**src/design/brf_pkg.sv**
```systemverilog
// ----------------------------------------------------------------------------
// brf_pkg
// Shared types and codes for the circular byte FIFO.
// ----------------------------------------------------------------------------
package brf_pkg;

    localparam int CMD_W  = 3;
    localparam int BYTE_W = 8;
    localparam int LEN_W  = 11;

    localparam logic [CMD_W-1:0] CMD_WRITE     = 3'd0;
    localparam logic [CMD_W-1:0] CMD_READ      = 3'd1;
    localparam logic [CMD_W-1:0] CMD_CONSUME   = 3'd2;
    localparam logic [CMD_W-1:0] CMD_RST_READ  = 3'd3;
    localparam logic [CMD_W-1:0] CMD_RST_WRITE = 3'd4;

    typedef enum logic [2:0] {
        OP_WRITE,
        OP_READ,
        OP_CONSUME,
        OP_RST_RD,
        OP_RST_WR,
        OP_NOP
    } op_t;

    typedef struct packed {
        op_t               op;
        logic [BYTE_W-1:0] wbyte;
        logic [LEN_W-1:0]  length;
    } cmd_t;

    typedef enum logic {
        ST_IDLE,
        ST_BURST
    } state_t;

endpackage

```
**src/design/brf_front.sv**
```systemverilog
// ----------------------------------------------------------------------------
// brf_front
// Command intake: decodes each beat and holds it in a two-entry queue.
// ----------------------------------------------------------------------------
module brf_front (
    input  logic                         clk,
    input  logic                         rst_n,
    input  logic                         s_tvalid,
    output logic                         s_tready,
    input  logic [23:0]                  s_tdata,
    input  logic [brf_pkg::CMD_W-1:0]    s_tuser,
    output logic                         cmd_valid,
    output brf_pkg::cmd_t                cmd,
    input  logic                         cmd_pop
);

    import brf_pkg::*;

    localparam int QDEPTH = 2;

    cmd_t       entry_reg [QDEPTH];
    logic       wr_ptr_reg, wr_ptr_next;
    logic       rd_ptr_reg, rd_ptr_next;
    logic [1:0] fill_reg, fill_next;
    cmd_t       dec;
    logic       push;

    always_comb
    begin
        dec.wbyte  = s_tdata[BYTE_W-1:0];
        dec.length = s_tdata[BYTE_W+LEN_W-1:BYTE_W];
        unique case (s_tuser)
            CMD_WRITE:     dec.op = OP_WRITE;
            CMD_READ:      dec.op = OP_READ;
            CMD_CONSUME:   dec.op = OP_CONSUME;
            CMD_RST_READ:  dec.op = OP_RST_RD;
            CMD_RST_WRITE: dec.op = OP_RST_WR;
            default:       dec.op = OP_NOP;
        endcase
    end

    assign s_tready  = (fill_reg != 2'(QDEPTH));
    assign push      = s_tvalid && s_tready;
    assign cmd_valid = (fill_reg != 2'd0);
    assign cmd       = entry_reg[rd_ptr_reg];

    always_comb
    begin
        wr_ptr_next = push ? ~wr_ptr_reg : wr_ptr_reg;
        rd_ptr_next = cmd_pop ? ~rd_ptr_reg : rd_ptr_reg;
        fill_next   = fill_reg + 2'(push) - 2'(cmd_pop);
    end

    always_ff @(posedge clk)
    begin
        if (push)
        begin
            entry_reg[wr_ptr_reg] <= dec;
        end
    end

    always_ff @(posedge clk or negedge rst_n)
    begin
        if (!rst_n)
        begin
            wr_ptr_reg <= 1'b0;
            rd_ptr_reg <= 1'b0;
            fill_reg   <= 2'd0;
        end
        else
        begin
            wr_ptr_reg <= wr_ptr_next;
            rd_ptr_reg <= rd_ptr_next;
            fill_reg   <= fill_next;
        end
    end

endmodule

```
**config.mk**
```make
export PLATFORM = sky130hd
export DESIGN_NAME = brf_front
export DESIGN_NICKNAME = d
export VERILOG_FILES = /design/src/design/brf_pkg.sv /design/src/design/brf_front.sv
export SDC_FILE = /design/constraint.sdc
export NUM_CORES = 1
export LEC_CHECK = 0
export ABC_AREA = 1
export BUFFER_PORTS_ARGS = -buffer_cell sky130_fd_sc_hd__buf_2
export CELL_PAD_IN_SITES_DETAIL_PLACEMENT = 0
export CELL_PAD_IN_SITES_GLOBAL_PLACEMENT = 1
export CORE_ASPECT_RATIO = 1.5
export CORE_MARGIN = 3
export CORE_UTILIZATION = 41
export CTS_BUF_LIST = sky130_fd_sc_hd__clkbuf_4 sky130_fd_sc_hd__clkbuf_8 sky130_fd_sc_hd__clkbuf_16
export DETAILED_ROUTE_END_ITERATION = 8
export PLACE_DENSITY = 0.8
export RECOVER_POWER = 25
export SLEW_MARGIN = 40
export SYNTH_ARGS = -nofsm -noshare
export SYNTH_HDL_FRONTEND = slang
export SYNTH_SLANG_ARGS = --single-unit
```
**constraint.sdc**
```tcl
create_clock -name clk -period 2.35 [get_ports clk]
set_clock_uncertainty 0.1 [all_clocks]
set_input_delay 0.3525 -clock clk [delete_from_list [all_inputs] [get_ports clk]]
set_output_delay 0.3525 -clock clk [all_outputs]
set_load 0.1 [all_outputs]
```
# == Yosys cells after proc, flatten, opt, wreduce, memory -nomap -nowiden ==
# Memories as Yosys holds them, arrays and structs flattened.
# Cells that the tools add are included.
# totals
reg_bits,4
mem_bits_rw,44
output_inout_bits,24
memories,1
# mem_list
memory,words,width,rd,rd_clocked_by_memory_dff,write_ports,line_no,source
entry_reg,2,22,1,0,1,brf_front.sv:21,cmd_t entry_reg [QDEPTH];
# classes
n_addsub,2
n_eq_ne,5
muxes,3
bitwise,2
n_reduce_logical,3
# op_table
op,count
$pmux W3 S5,1
$eq A3 B2 Y1 const B,2
$eq A3 B1 Y1 const B,1
$eq A3 B3 Y1 const B,1
$logic_not A3 Y1,1
$add A2 B1 Y2,1
$mux W1,2
$ne A2 B2 Y1 const B,1
$not A1 Y1,2
$reduce_bool A2 Y1,1
$sub A2 B1 Y2,1
$logic_and A1 B1 Y1,1

# == Longest topological paths before layout ==
# Gate-level depths: netlist (run 1).
# logic_depth
depth_word,4
depth_mapped,12

# == Worst setup path before layout (run 1) ==
# Ideal clock, no wire load.
# synth_path
path_type,register to register
from,register fill_reg[1]
to,memory entry_reg[1][0] in the netlist's numbering (enable)
setup_ps,402
t_arrival_ps,2335
t_required_ps,1848
setup_slack_ps,-488
stages_incl_launch_ff,4
path_buffers,0
path_cell_list,dfrtp_1 > nand2_1 > nand2_1 > nor2_1
# synth_via
elab_chain_cells,4
# synth_rtl
item,line_no,source
start: declaration,brf_front.sv:24,"logic [1:0] fill_reg, fill_next;"
start signal: assignment,brf_front.sv:74,fill_reg <= fill_next;
$ne A2 B2 Y1,brf_front.sv:42,assign s_tready = (fill_reg != 2'(QDEPTH));
via s_tready,brf_front.sv:9,"output logic s_tready,"
$logic_and A1 B1 Y1,brf_front.sv:43,assign push = s_tvalid && s_tready;
$mux W1,brf_front.sv:56,if (push)
$mux W1 (implied by the code),brf_front.sv:58,entry_reg[wr_ptr_reg] <= dec;
end: declaration,brf_front.sv:21,
# The timed path passes the listed nets, and every way through them passes these cells.

==> results of run 1 <==
==> metal layers <==
| layer | vias up | track usage, % |
|---|---|---|
| met2 | 34 | 21.6 |
| met4 | 0 | 5.44 |
| met3 | 2 | 4.90 |
| li1 | 481 | - |
| met5 | - | 0 |
| met1 | 478 | 14.6 |
==> metrics by stage <==
| step | hold slack [ps] | std cells |
|---|---|---|
| floorplan | -43.1 | 99 |
| global placement | 62.5 | 197 |
| detailed placement | 66.9 | 197 |
| CTS | 121 | 206 |
| global route | 114 | 206 |
| finish | 134 | 206 |
==> critical path, delay by kind of cell (launching register included) <==
| family | cells | cell delay [ps] |
|---|---|---|
| mux | 1 | 390 |
| flops | 1 | 370 |
| buf+inv | 2 | 380 |
==> worst max-delay path by stage <==
stage / start / end / slack [ps]
floorplan: fill_reg[1] / entry_reg[1][0] / 180
global placement: rd_ptr_reg / cmd[21] / 800
detailed placement: rd_ptr_reg / cmd[12] / 760
CTS: rd_ptr_reg / cmd[12] / 430
global route: rd_ptr_reg / cmd[12] / 370
finish: rd_ptr_reg / cmd[12] / 450
==> kinds of logic (layout without fill, tap and decap cells) <==
logic type	after synthesis	after routing	synth area share, %
xor+xnor	1	1	0.482
fa+ha+maj	1	1	0.689
compound gates	2	2	0.689
mux	22	22	13.6
flops	48	48	78.2
simple gates	16	16	3.58
buf+inv	9	70	2.69
==> cells in the final DEF (no fill, tap or decap) <==
cell type and count:
clkinvlp_4 1, nand3b_1 1, clkbuf_8 5, nand2_2 1, nor2_2 2, dlygate4sd3_1 1, buf_12 22, a21o_1 1
nand2_1 9, clkbuf_1 6, buf_2 21, a21oi_1 1, inv_6 2, edfxtp_1 44, ha_1 1, nor2_1 2
xor2_1 1, mux2_2 22, nand3_1 1, inv_1 6, dfrtp_1 4, buf_4 6
==> area by class of cell <==
cell class / count / share of cell area, %
timing repair buffer: 56 / 24.2
multi-input combinational: 42 / 13.8
clock inverter: 3 / 0.973
clock buffer: 5 / 2.68
sequential: 48 / 55.3
tap: 46 / 2.24
inverter: 6 / 0.875
==> repair_timing <==
| item | in CTS | in global routing |
|---|---|---|
| buffers inserted | 0 | 0 |
| hold buffers | 1 | 0 |
| hold endpoints to repair | 4 | 0 |
==> impl_summary.log, run 1 <==
INFO  metric grt_first_pass_wirelength = 4870 um
INFO  metric postSynthCellCount = 99
INFO  metric rrSetupSlack = 850 ps
INFO  metric setup-tns-final = 0 ps
INFO  metric boundaryPins = 55
INFO  metric place_congestion = 0.676
INFO  metric finish.net_count = 191
INFO  metric timing_max_transition_violations_final = 0
INFO  metric cts.root.buffer_cell = clkbuf_8
INFO  metric timing.critical_path.required = 1900 ps
INFO  metric whs_path_depth = 1
INFO  metric post-dp-hpwl = 2320 um
INFO  metric effective_utilization_at_floorplan = 42.8%
INFO  metric cts_buffers = 5
INFO  metric finalHoldViolCount = 0
INFO  metric multi_input_combinational_cell_area = 354 um2
INFO  metric hold_path_startpoint = s_tdata[3]
INFO  metric clock_sink_total = 48
INFO  metric clk_path_buf_depth = 2
INFO  metric timing.final.crit_share = 80.7%
INFO  metric wl_met1 = 1110 um
INFO  metric syn2layout_area_growth = 41.6%
INFO  metric synth-edff-count = 44
INFO  metric max-cap-violations = 0
INFO  metric insertedDiodeCount = 0
INFO  metric ff_latch_area = 1420 um2
INFO  metric met2_length = 1710 um
INFO  metric placed_area = 2480 um2
INFO  metric drt_iter0_drc = 25
INFO  metric die_w = 60.4 um
INFO  metric routed_wirelength = 3040 um
INFO  metric critical_path.startpoint_type = register
INFO  metric postCtsResizedCells = 0
INFO  metric layout.filler_cells = 332
INFO  metric worst_r2r_dst = fill_reg[1]
INFO  metric worstMarginPinSlew = 488 ps
INFO  metric synthDominantAreaCellType = edfxtp_1
INFO  metric vias = 995
INFO  metric async_reset_ff_share = 8.33%
INFO  metric timing.critical_path.slowest_cell_delay = 390 ps
INFO  metric largest_register_ffs = 44
INFO  metric design.core.area = 4250 um2
INFO  metric synthesis.yosys.warnings = 0
INFO  metric clock.fmax = 527 MHz
INFO  metric placementRows = 29
INFO  metric detail_route.wl_per_cell = 14.7 um
INFO  metric clk-insertion-delay-late = 290 ps
INFO  metric maximum_number_of_pins_on_one_net_before_global_route_repair = 18
INFO  metric rsz0062_at_grt = no
INFO  metric maxSlewHeadroom = 67.7%
INFO  metric final-setup-viol-count = 0
INFO  metric chipHeight = 87.5 um
INFO  metric post-synth-top-count-cell = edfxtp_1
INFO  metric postSynthNetCount = 131
INFO  metric htreeDepth = 2
INFO  metric detailedRoute.firstPassIterationCount = 4
INFO  metric final.min_clock_period = 1900 ps
INFO  metric synth_top_cells_by_area = edfxtp_1 (73%), mux2_2 (14%), dfrtp_1 (5.5%)
INFO  metric synth_common_cells = edfxtp_1 (44), mux2_2 (22), nand2_1 (10)
INFO  metric place_worst_setup_slack = 762 ps
INFO  metric netlist_area = 1820 um2
INFO  metric die-area = 5280 um2
INFO  metric setup_ws = 454 ps
INFO  metric regToRegStartpoint = fill_reg[0]
INFO  metric r2r_cells = 11
INFO  metric detailroute.wirelength.met3 = 192 um
INFO  metric finalCoreUtilization = 60.6%
INFO  metric crit_arrival = 1440 ps
INFO  metric grt_pass1_vias = 1029
INFO  metric synth_seq_area_share = 78.2%
INFO  metric synthFlopType = edfxtp_1
INFO  metric worst-setup-path-type = register to output pin
INFO  metric initial_antenna_violation_count = 0
INFO  metric top_signal_layer_used = met4
INFO  metric layout-drive-gt1-share = 51.2%
INFO  metric path_clk_slew = 90 ps
INFO  metric critical_path.cell_chain = buf_4 > mux2_2 > buf_12
INFO  metric yosys_register_bits = 48
INFO  metric postSynthAreaPerCell = 18.4 um2
INFO  metric count_of_nets_left_with_antenna_violations_after_detail_routing = 0
INFO  metric port_buffers = 49
INFO  metric overall_track_demand_over_capacity_in_global_routing = 12.9%
INFO  metric post_synth_num_cell_types = 14
INFO  metric detail_route.vias_per_cell = 4.83
INFO  metric final_cell_area = 2570 um2
INFO  metric run_status = finished, final reports clean
INFO  metric crit_path_end_kind = output pin
INFO  metric cts_tree = yes
INFO  metric total_congestion_overflow = 0
INFO  metric crit_path_max_fanout = 12
INFO  metric drcViolationCount = 0
INFO  metric worst_hold_path_type = input port to register
INFO  metric worst_path_max_delay_cell = mux2_2
INFO  metric hold-path-endpoint = entry_reg[1][14]
INFO  metric synth_top_area_share = 72.7%
Power of run 1 is not shown: default switching activity piles up to over one toggle a cycle in this logic, so the estimate is an artifact.
==> inputs of run 2 (changes only) <==
CORE_UTILIZATION = 37   (was 41)
PLACE_DENSITY = 0.76   (was 0.8)
clock period = 1.5 ns   (was 2.35 ns; I/O delays follow)
==> impl_summary.log, run 2 (synthesis results as in run 1) <==
INFO  metric chipHeight = 91.8 um (+4.9%)
INFO  metric hold-path-endpoint = entry_reg[0][1]
INFO  metric violations = setup timing
INFO  metric clock.fmax = 574 MHz
INFO  metric post-dp-hpwl = 2290 um (-1.4%)
INFO  metric worst-setup-path-type = register to output pin
INFO  metric count_of_nets_left_with_antenna_violations_after_detail_routing = 0 (unchanged)
INFO  metric worst_path_max_delay_cell = dfrtp_1
INFO  metric maxSlewHeadroom = 84.0% (+16 points)
INFO  metric timing.critical_path.required = 1170 ps (-730 ps)
INFO  metric cts_buffers = 5 (unchanged)
INFO  metric finish.net_count = 201 (+5.2%)
INFO  metric timing.critical_path.slowest_cell_delay = 380 ps (about the same)
INFO  metric worst_r2r_dst = entry_reg[1][21]
INFO  metric detail_route.wl_per_cell = 14.7 um (-0.51%)
INFO  metric design.core.area = 4620 um2 (+8.8%)
INFO  metric grt_first_pass_wirelength = 5250 um (+7.8%)
INFO  metric clk_path_buf_depth = 2 (unchanged)
INFO  metric layout_common_cells = edfxtp_1 (44), buf_12 (28), mux2_2 (22)
INFO  metric place_congestion = 0.673 (-0.47%)
INFO  metric place_worst_setup_slack = -26.5 ps (-789 ps)
INFO  metric rrSetupSlack = -40 ps (-890 ps)
INFO  metric regToRegStartpoint = fill_reg[1]
INFO  metric htreeDepth = 2 (unchanged)
INFO  metric detailedRoute.firstPassIterationCount = 4 (unchanged)
INFO  metric rsz0062_at_grt = yes
INFO  metric timing_max_transition_violations_final = 0 (unchanged)
INFO  metric worst_hold_path_type = input port to register
INFO  metric setup-tns-final = -5710 ps (-5710 ps)
INFO  metric die-area = 5800 um2 (+9.9%)
INFO  metric timing.final.crit_share = 116%
INFO  metric final.min_clock_period = 1740 ps
INFO  metric routed_wirelength = 3430 um (+13%)
INFO  metric placed_cells_incl_taps = 212 (+7.6%)
INFO  metric placementRows = 30 (+3.4%)
INFO  metric vias = 1069 (+7.4%)
INFO  metric largest_register_ffs = 44 (unchanged)
INFO  metric grt_pass1_vias = 1115 (+8.4%)
INFO  metric insertedDiodeCount = 0 (unchanged)
INFO  metric critical_path.startpoint_type = register
INFO  metric whs_path_depth = 1 (unchanged)
INFO  metric total_congestion_overflow = 0 (unchanged)
INFO  metric initial_antenna_violation_count = 0 (unchanged)
INFO  metric boundaryPins = 55 (unchanged)
INFO  metric drt_iter0_drc = 22 (-12%)
INFO  metric overall_track_demand_over_capacity_in_global_routing = 12.0% (-0.90 points)
INFO  metric setup_ws = -242 ps (-697 ps)
INFO  metric layout.filler_cells = 344 (+3.6%)
INFO  metric syn2layout_area_growth = 58.3%
INFO  metric maximum_number_of_pins_on_one_net_before_global_route_repair = 24 (+6)
INFO  metric detail_route.vias_per_cell = 4.57 (-5.4%)
INFO  metric finalHoldViolCount = 0 (unchanged)
INFO  metric effective_utilization_at_floorplan = 39.3% (-3.4 points)
INFO  metric leading_cell_type_in_the_layout_fill_and_taps_excluded = edfxtp_1
INFO  metric clock_sink_total = 48 (unchanged)
INFO  metric path_clk_slew = 80 ps (about the same)
INFO  metric hold_path_startpoint = s_tdata[9]
INFO  metric critical_path.cell_chain = buf_12 > mux2_2 > buf_12
INFO  metric drcViolationCount = 0 (unchanged)
INFO  metric max-cap-violations = 0 (unchanged)
INFO  metric worstMarginPinSlew = 240 ps (-248 ps)
INFO  metric crit_path_end_kind = output pin
INFO  metric port_buffers = 49 (unchanged)
INFO  metric crit_arrival = 1420 ps (-20 ps)
INFO  metric clk-insertion-delay-late = 290 ps (about the same)
INFO  metric run_status = finished with violations
INFO  metric cts.root.buffer_cell = clkbuf_8
INFO  metric final-instance-count-excl-fill = 234 (+14%)
INFO  metric r2r_cells = 5 (-6)
INFO  metric final-setup-viol-count = 39 (+39)
INFO  metric timing.critical_path.mode_cell = buf_12
INFO  metric layout-drive-gt1-share = 59.4% (+8.2 points)
INFO  metric cts_tree = yes
INFO  metric crit_path_max_fanout = 23 (+11)
INFO  metric die_w = 63.2 um (+4.7%)
-- run 2: through the flow --
stage / utilization [%] / hold slack [ps] / area (um2)
after floorplan: - / -171 / 1870
after global placement: 56.0 / -68.7 / 2580
after detailed placement: 56.0 / -60.0 / 2580
after CTS: 58.5 / 6.14 / 2700
after global routing: 62.3 / 0.634 / 2880
final: 62.3 / 19.2 / 2880
-- run 2: how the worst max path moves through the flow --
stage	startpoint	end	slack, ps
6_report	rd_ptr_reg	cmd[15]	-240
3_5_place_dp	fill_reg[0]	fill_reg[1]	-30
2_1_floorplan	fill_reg[1]	entry_reg[1][0]	-80
3_3_place_gp	rd_ptr_reg	cmd[17]	80
5_1_grt	rd_ptr_reg	cmd[16]	-310
4_1_cts	rd_ptr_reg	cmd[15]	-260
-- run 2: repair_timing --
action / CTS / global route
pin swaps: 2 / 7
gates resized for setup: 1 / 11
endpoints found under the setup margin: 23 / 42
setup buffers: 2 / 4
cloned: 0 / 3
hold endpoints to repair: 4 / 8
hold buffers: 1 / 4
-- run 2: area by class of cell --
type                       count  area, um2  area share (%)
tap                           64       80.1            2.79
clock buffer                   5       68.8            2.39
clock inverter                 3       18.8           0.653
timing repair buffer          66        833            29.0
multi-input combinational     42        429            14.9
inverter                       6       22.5           0.783
sequential                    48       1420            49.5
-- run 2: worst max-delay path: cells and delay by family, from the launching register on --
family	cells	cell delay, ps
multiplexers	1	380
buffers and inverters	2	350
flip-flops	1	380
-- run 2: per-layer routing --
| metal | GRT usage (%) | share of wire, % |
|---|---|---|
| met5 | 0 | 0 |
| met1 | 12.0 | 37 |
| met2 | 22.3 | 56 |
| met4 | 4.32 | 1.1 |
| met3 | 4.53 | 5.7 |
Power of run 2 is left out for the same reason.
==> inputs of run 3 (changes only) <==
HOLD_SLACK_MARGIN = 0.06   (was unset)
==> impl_summary.log, run 3 (synthesis results as in run 1) <==
INFO  metric run_status = finished with violations
INFO  metric violations = setup timing
INFO  metric layout_common_cells = edfxtp_1 (44), buf_12 (28), dlygate4sd3_1 (22)
INFO  metric placed_area = 2580 um2 (unchanged)
INFO  metric final-setup-viol-count = 40 (+2.6%)
INFO  metric critical_path.startpoint_type = register
INFO  metric worst-setup-path-type = register to output pin
INFO  metric count_of_nets_left_with_antenna_violations_after_detail_routing = 0 (unchanged)
INFO  metric crit_path_max_fanout = 23 (unchanged)
INFO  metric largest_register_ffs = 44 (unchanged)
INFO  metric finish.net_count = 218 (+8.5%)
INFO  metric clk-insertion-delay-late = 290 ps (about the same)
INFO  metric boundaryPins = 55 (unchanged)
INFO  metric timing.critical_path.slowest_cell_delay = 390 ps (about the same)
INFO  metric whs_path_depth = 2 (+1)
INFO  metric hold_path_startpoint = s_tuser[0]
INFO  metric cts_buffers = 5 (unchanged)
INFO  metric rrSetupSlack = -40 ps (about the same)
INFO  metric vias = 1154 (+8.0%)
INFO  metric effective_utilization_at_floorplan = 39.3% (unchanged)
INFO  metric clock.fmax = 571 MHz (-0.57%)
INFO  metric htreeDepth = 2 (unchanged)
INFO  metric total_congestion_overflow = 0 (unchanged)
INFO  metric setup_ws = -252 ps (-9.97 ps)
INFO  metric leading_cell_type_in_the_layout_fill_and_taps_excluded = edfxtp_1
INFO  metric syn2layout_area_growth = 67.8%
INFO  metric chipHeight = 91.8 um (unchanged)
INFO  metric drt_iter0_drc = 10 (-55%)
INFO  metric detail_route.wl_per_cell = 14.8 um (+1.0%)
INFO  metric grt_first_pass_wirelength = 5700 um (+8.6%)
INFO  metric hold-path-endpoint = entry_reg[1][19]
INFO  metric maximum_number_of_pins_on_one_net_before_global_route_repair = 24 (unchanged)
INFO  metric timing.critical_path.required = 1170 ps (about the same)
INFO  metric crit_arrival = 1430 ps (about the same)
INFO  metric cts_tree = yes
INFO  metric placementRows = 30 (unchanged)
INFO  metric worst_r2r_dst = entry_reg[1][14]
INFO  metric rsz0062_at_grt = yes
INFO  metric initial_antenna_violation_count = 0 (unchanged)
INFO  metric design.core.area = 4620 um2 (unchanged)
INFO  metric worstMarginPinSlew = 269 ps (+29.3 ps)
INFO  metric clk_path_buf_depth = 2 (unchanged)
INFO  metric regToRegStartpoint = fill_reg[1]
INFO  metric timing.final.crit_share = 117% (+0.66 points)
INFO  metric layout.filler_cells = 328 (-4.7%)
INFO  metric clock_sink_total = 48 (unchanged)
INFO  metric path_buf_inv = 2 (unchanged)
INFO  metric timing.critical_path.mode_cell = buf_12
INFO  metric crit_path_end_kind = output pin
INFO  metric timing_max_transition_violations_final = 0 (unchanged)
INFO  metric final.min_clock_period = 1750 ps (+9.97 ps)
INFO  metric cts.root.buffer_cell = clkbuf_8
INFO  metric detailedRoute.firstPassIterationCount = 4 (unchanged)
INFO  metric r2r_cells = 5 (unchanged)
INFO  metric overall_track_demand_over_capacity_in_global_routing = 13.0% (+0.97 points)
INFO  metric die-area = 5800 um2 (unchanged)
INFO  metric drcViolationCount = 0 (unchanged)
INFO  metric critical_path.cell_chain = buf_12 > mux2_2 > buf_12
INFO  metric max-cap-violations = 0 (unchanged)
INFO  metric cp_top_family = multiplexers
INFO  metric path_clk_slew = 80 ps (about the same)
INFO  metric routed_wirelength = 3720 um (+8.4%)
INFO  metric post-dp-hpwl = 2290 um (unchanged)
INFO  metric worst_hold_path_type = input port to register
INFO  metric layout-drive-gt1-share = 53.5% (-5.9 points)
INFO  metric finalHoldViolCount = 0 (unchanged)
INFO  metric insertedDiodeCount = 0 (unchanged)
INFO  metric die_w = 63.2 um (unchanged)
INFO  metric grt_pass1_vias = 1228 (+10%)
INFO  metric maxSlewHeadroom = 82.1% (-1.9 points)
INFO  metric port_buffers = 49 (unchanged)
INFO  metric final_cell_area = 3050 um2 (+6.0%)
INFO  metric detail_route.vias_per_cell = 4.60 (+0.64%)
INFO  metric place_congestion = 0.673 (unchanged)
INFO  metric worst_path_max_delay_cell = mux2_2
## run 3: cell types whose count changed in the layout (fill, tap and decap cells not counted)
cell	before	now
clkbuf_1	4	5
mux2_2	22	21
dlygate4sd3_1	5	22
buf_2	21	20
mux2_4	0	1
## run 3: per-layer routing
| layer | up-vias | wire, um | track usage (%) | part of all wire, % |
|---|---|---|---|---|
| li1 | 537 | - | - | - |
| met2 | 49 | 2130 | 24.1 | 57 |
| met5 | - | 0 | 0 | 0 |
| met4 | 0 | 83 | 4.86 | 2.2 |
| met1 | 558 | 1310 | 13.2 | 35 |
| met3 | 10 | 202 | 4.53 | 5.4 |
## run 3: worst max path at each step
stage / endpoint / start / cells after the start / slack [ps]
finish: cmd[19] / rd_ptr_reg / 3 / -250
global route: cmd[19] / rd_ptr_reg / 3 / -310
CTS: cmd[15] / rd_ptr_reg / 3 / -260
detailed placement: fill_reg[1] / fill_reg[0] / 11 / -30
global placement: cmd[17] / rd_ptr_reg / 3 / 80
floorplan: entry_reg[1][0] / fill_reg[1] / 3 / -80
## run 3: area by class of cell
class                           count  area, um2  share of cell area, %
Tap cell                           64       80.1                   2.63
Clock buffer                        5       68.8                   2.26
Inverter                            6       22.5                  0.739
Timing Repair Buffer               83       1000                   32.9
Sequential cell                    48       1420                   46.7
Clock inverter                      3       18.8                  0.616
Multi-Input combinational cell     42        433                   14.2
## run 3: through the flow
step	utilization (%)	setup TNS, ps	hold WS [ps]	setup WS [ps]	cells
floorplan	-	-2750	-171	-80.4	99
global placement	56.0	0	-68.7	82.2	212
detailed placement	56.0	-26.5	-60.0	-26.5	212
CTS	63.0	-5530	99.8	-259	244
global route	66.0	-8040	105	-311	251
finish	66.0	-5580	111	-252	251
## run 3: worst reg2reg max path, stage by stage (launching register included)
cell and delay, ps:
dfrtp_2 460, nand2_8 120, nand2_8 60, buf_6 130, nor2_4 200, clkbuf_16 200
## run 3: repair_timing
action	in CTS	in global routing
resized for setup	1	12
hold endpoints to repair	45	0
setup endpoints to repair	23	39
pin swaps	2	7
gates cloned	0	3
setup buffers	2	4
hold buffers	22	0
Power of run 3 is left out for the same reason.
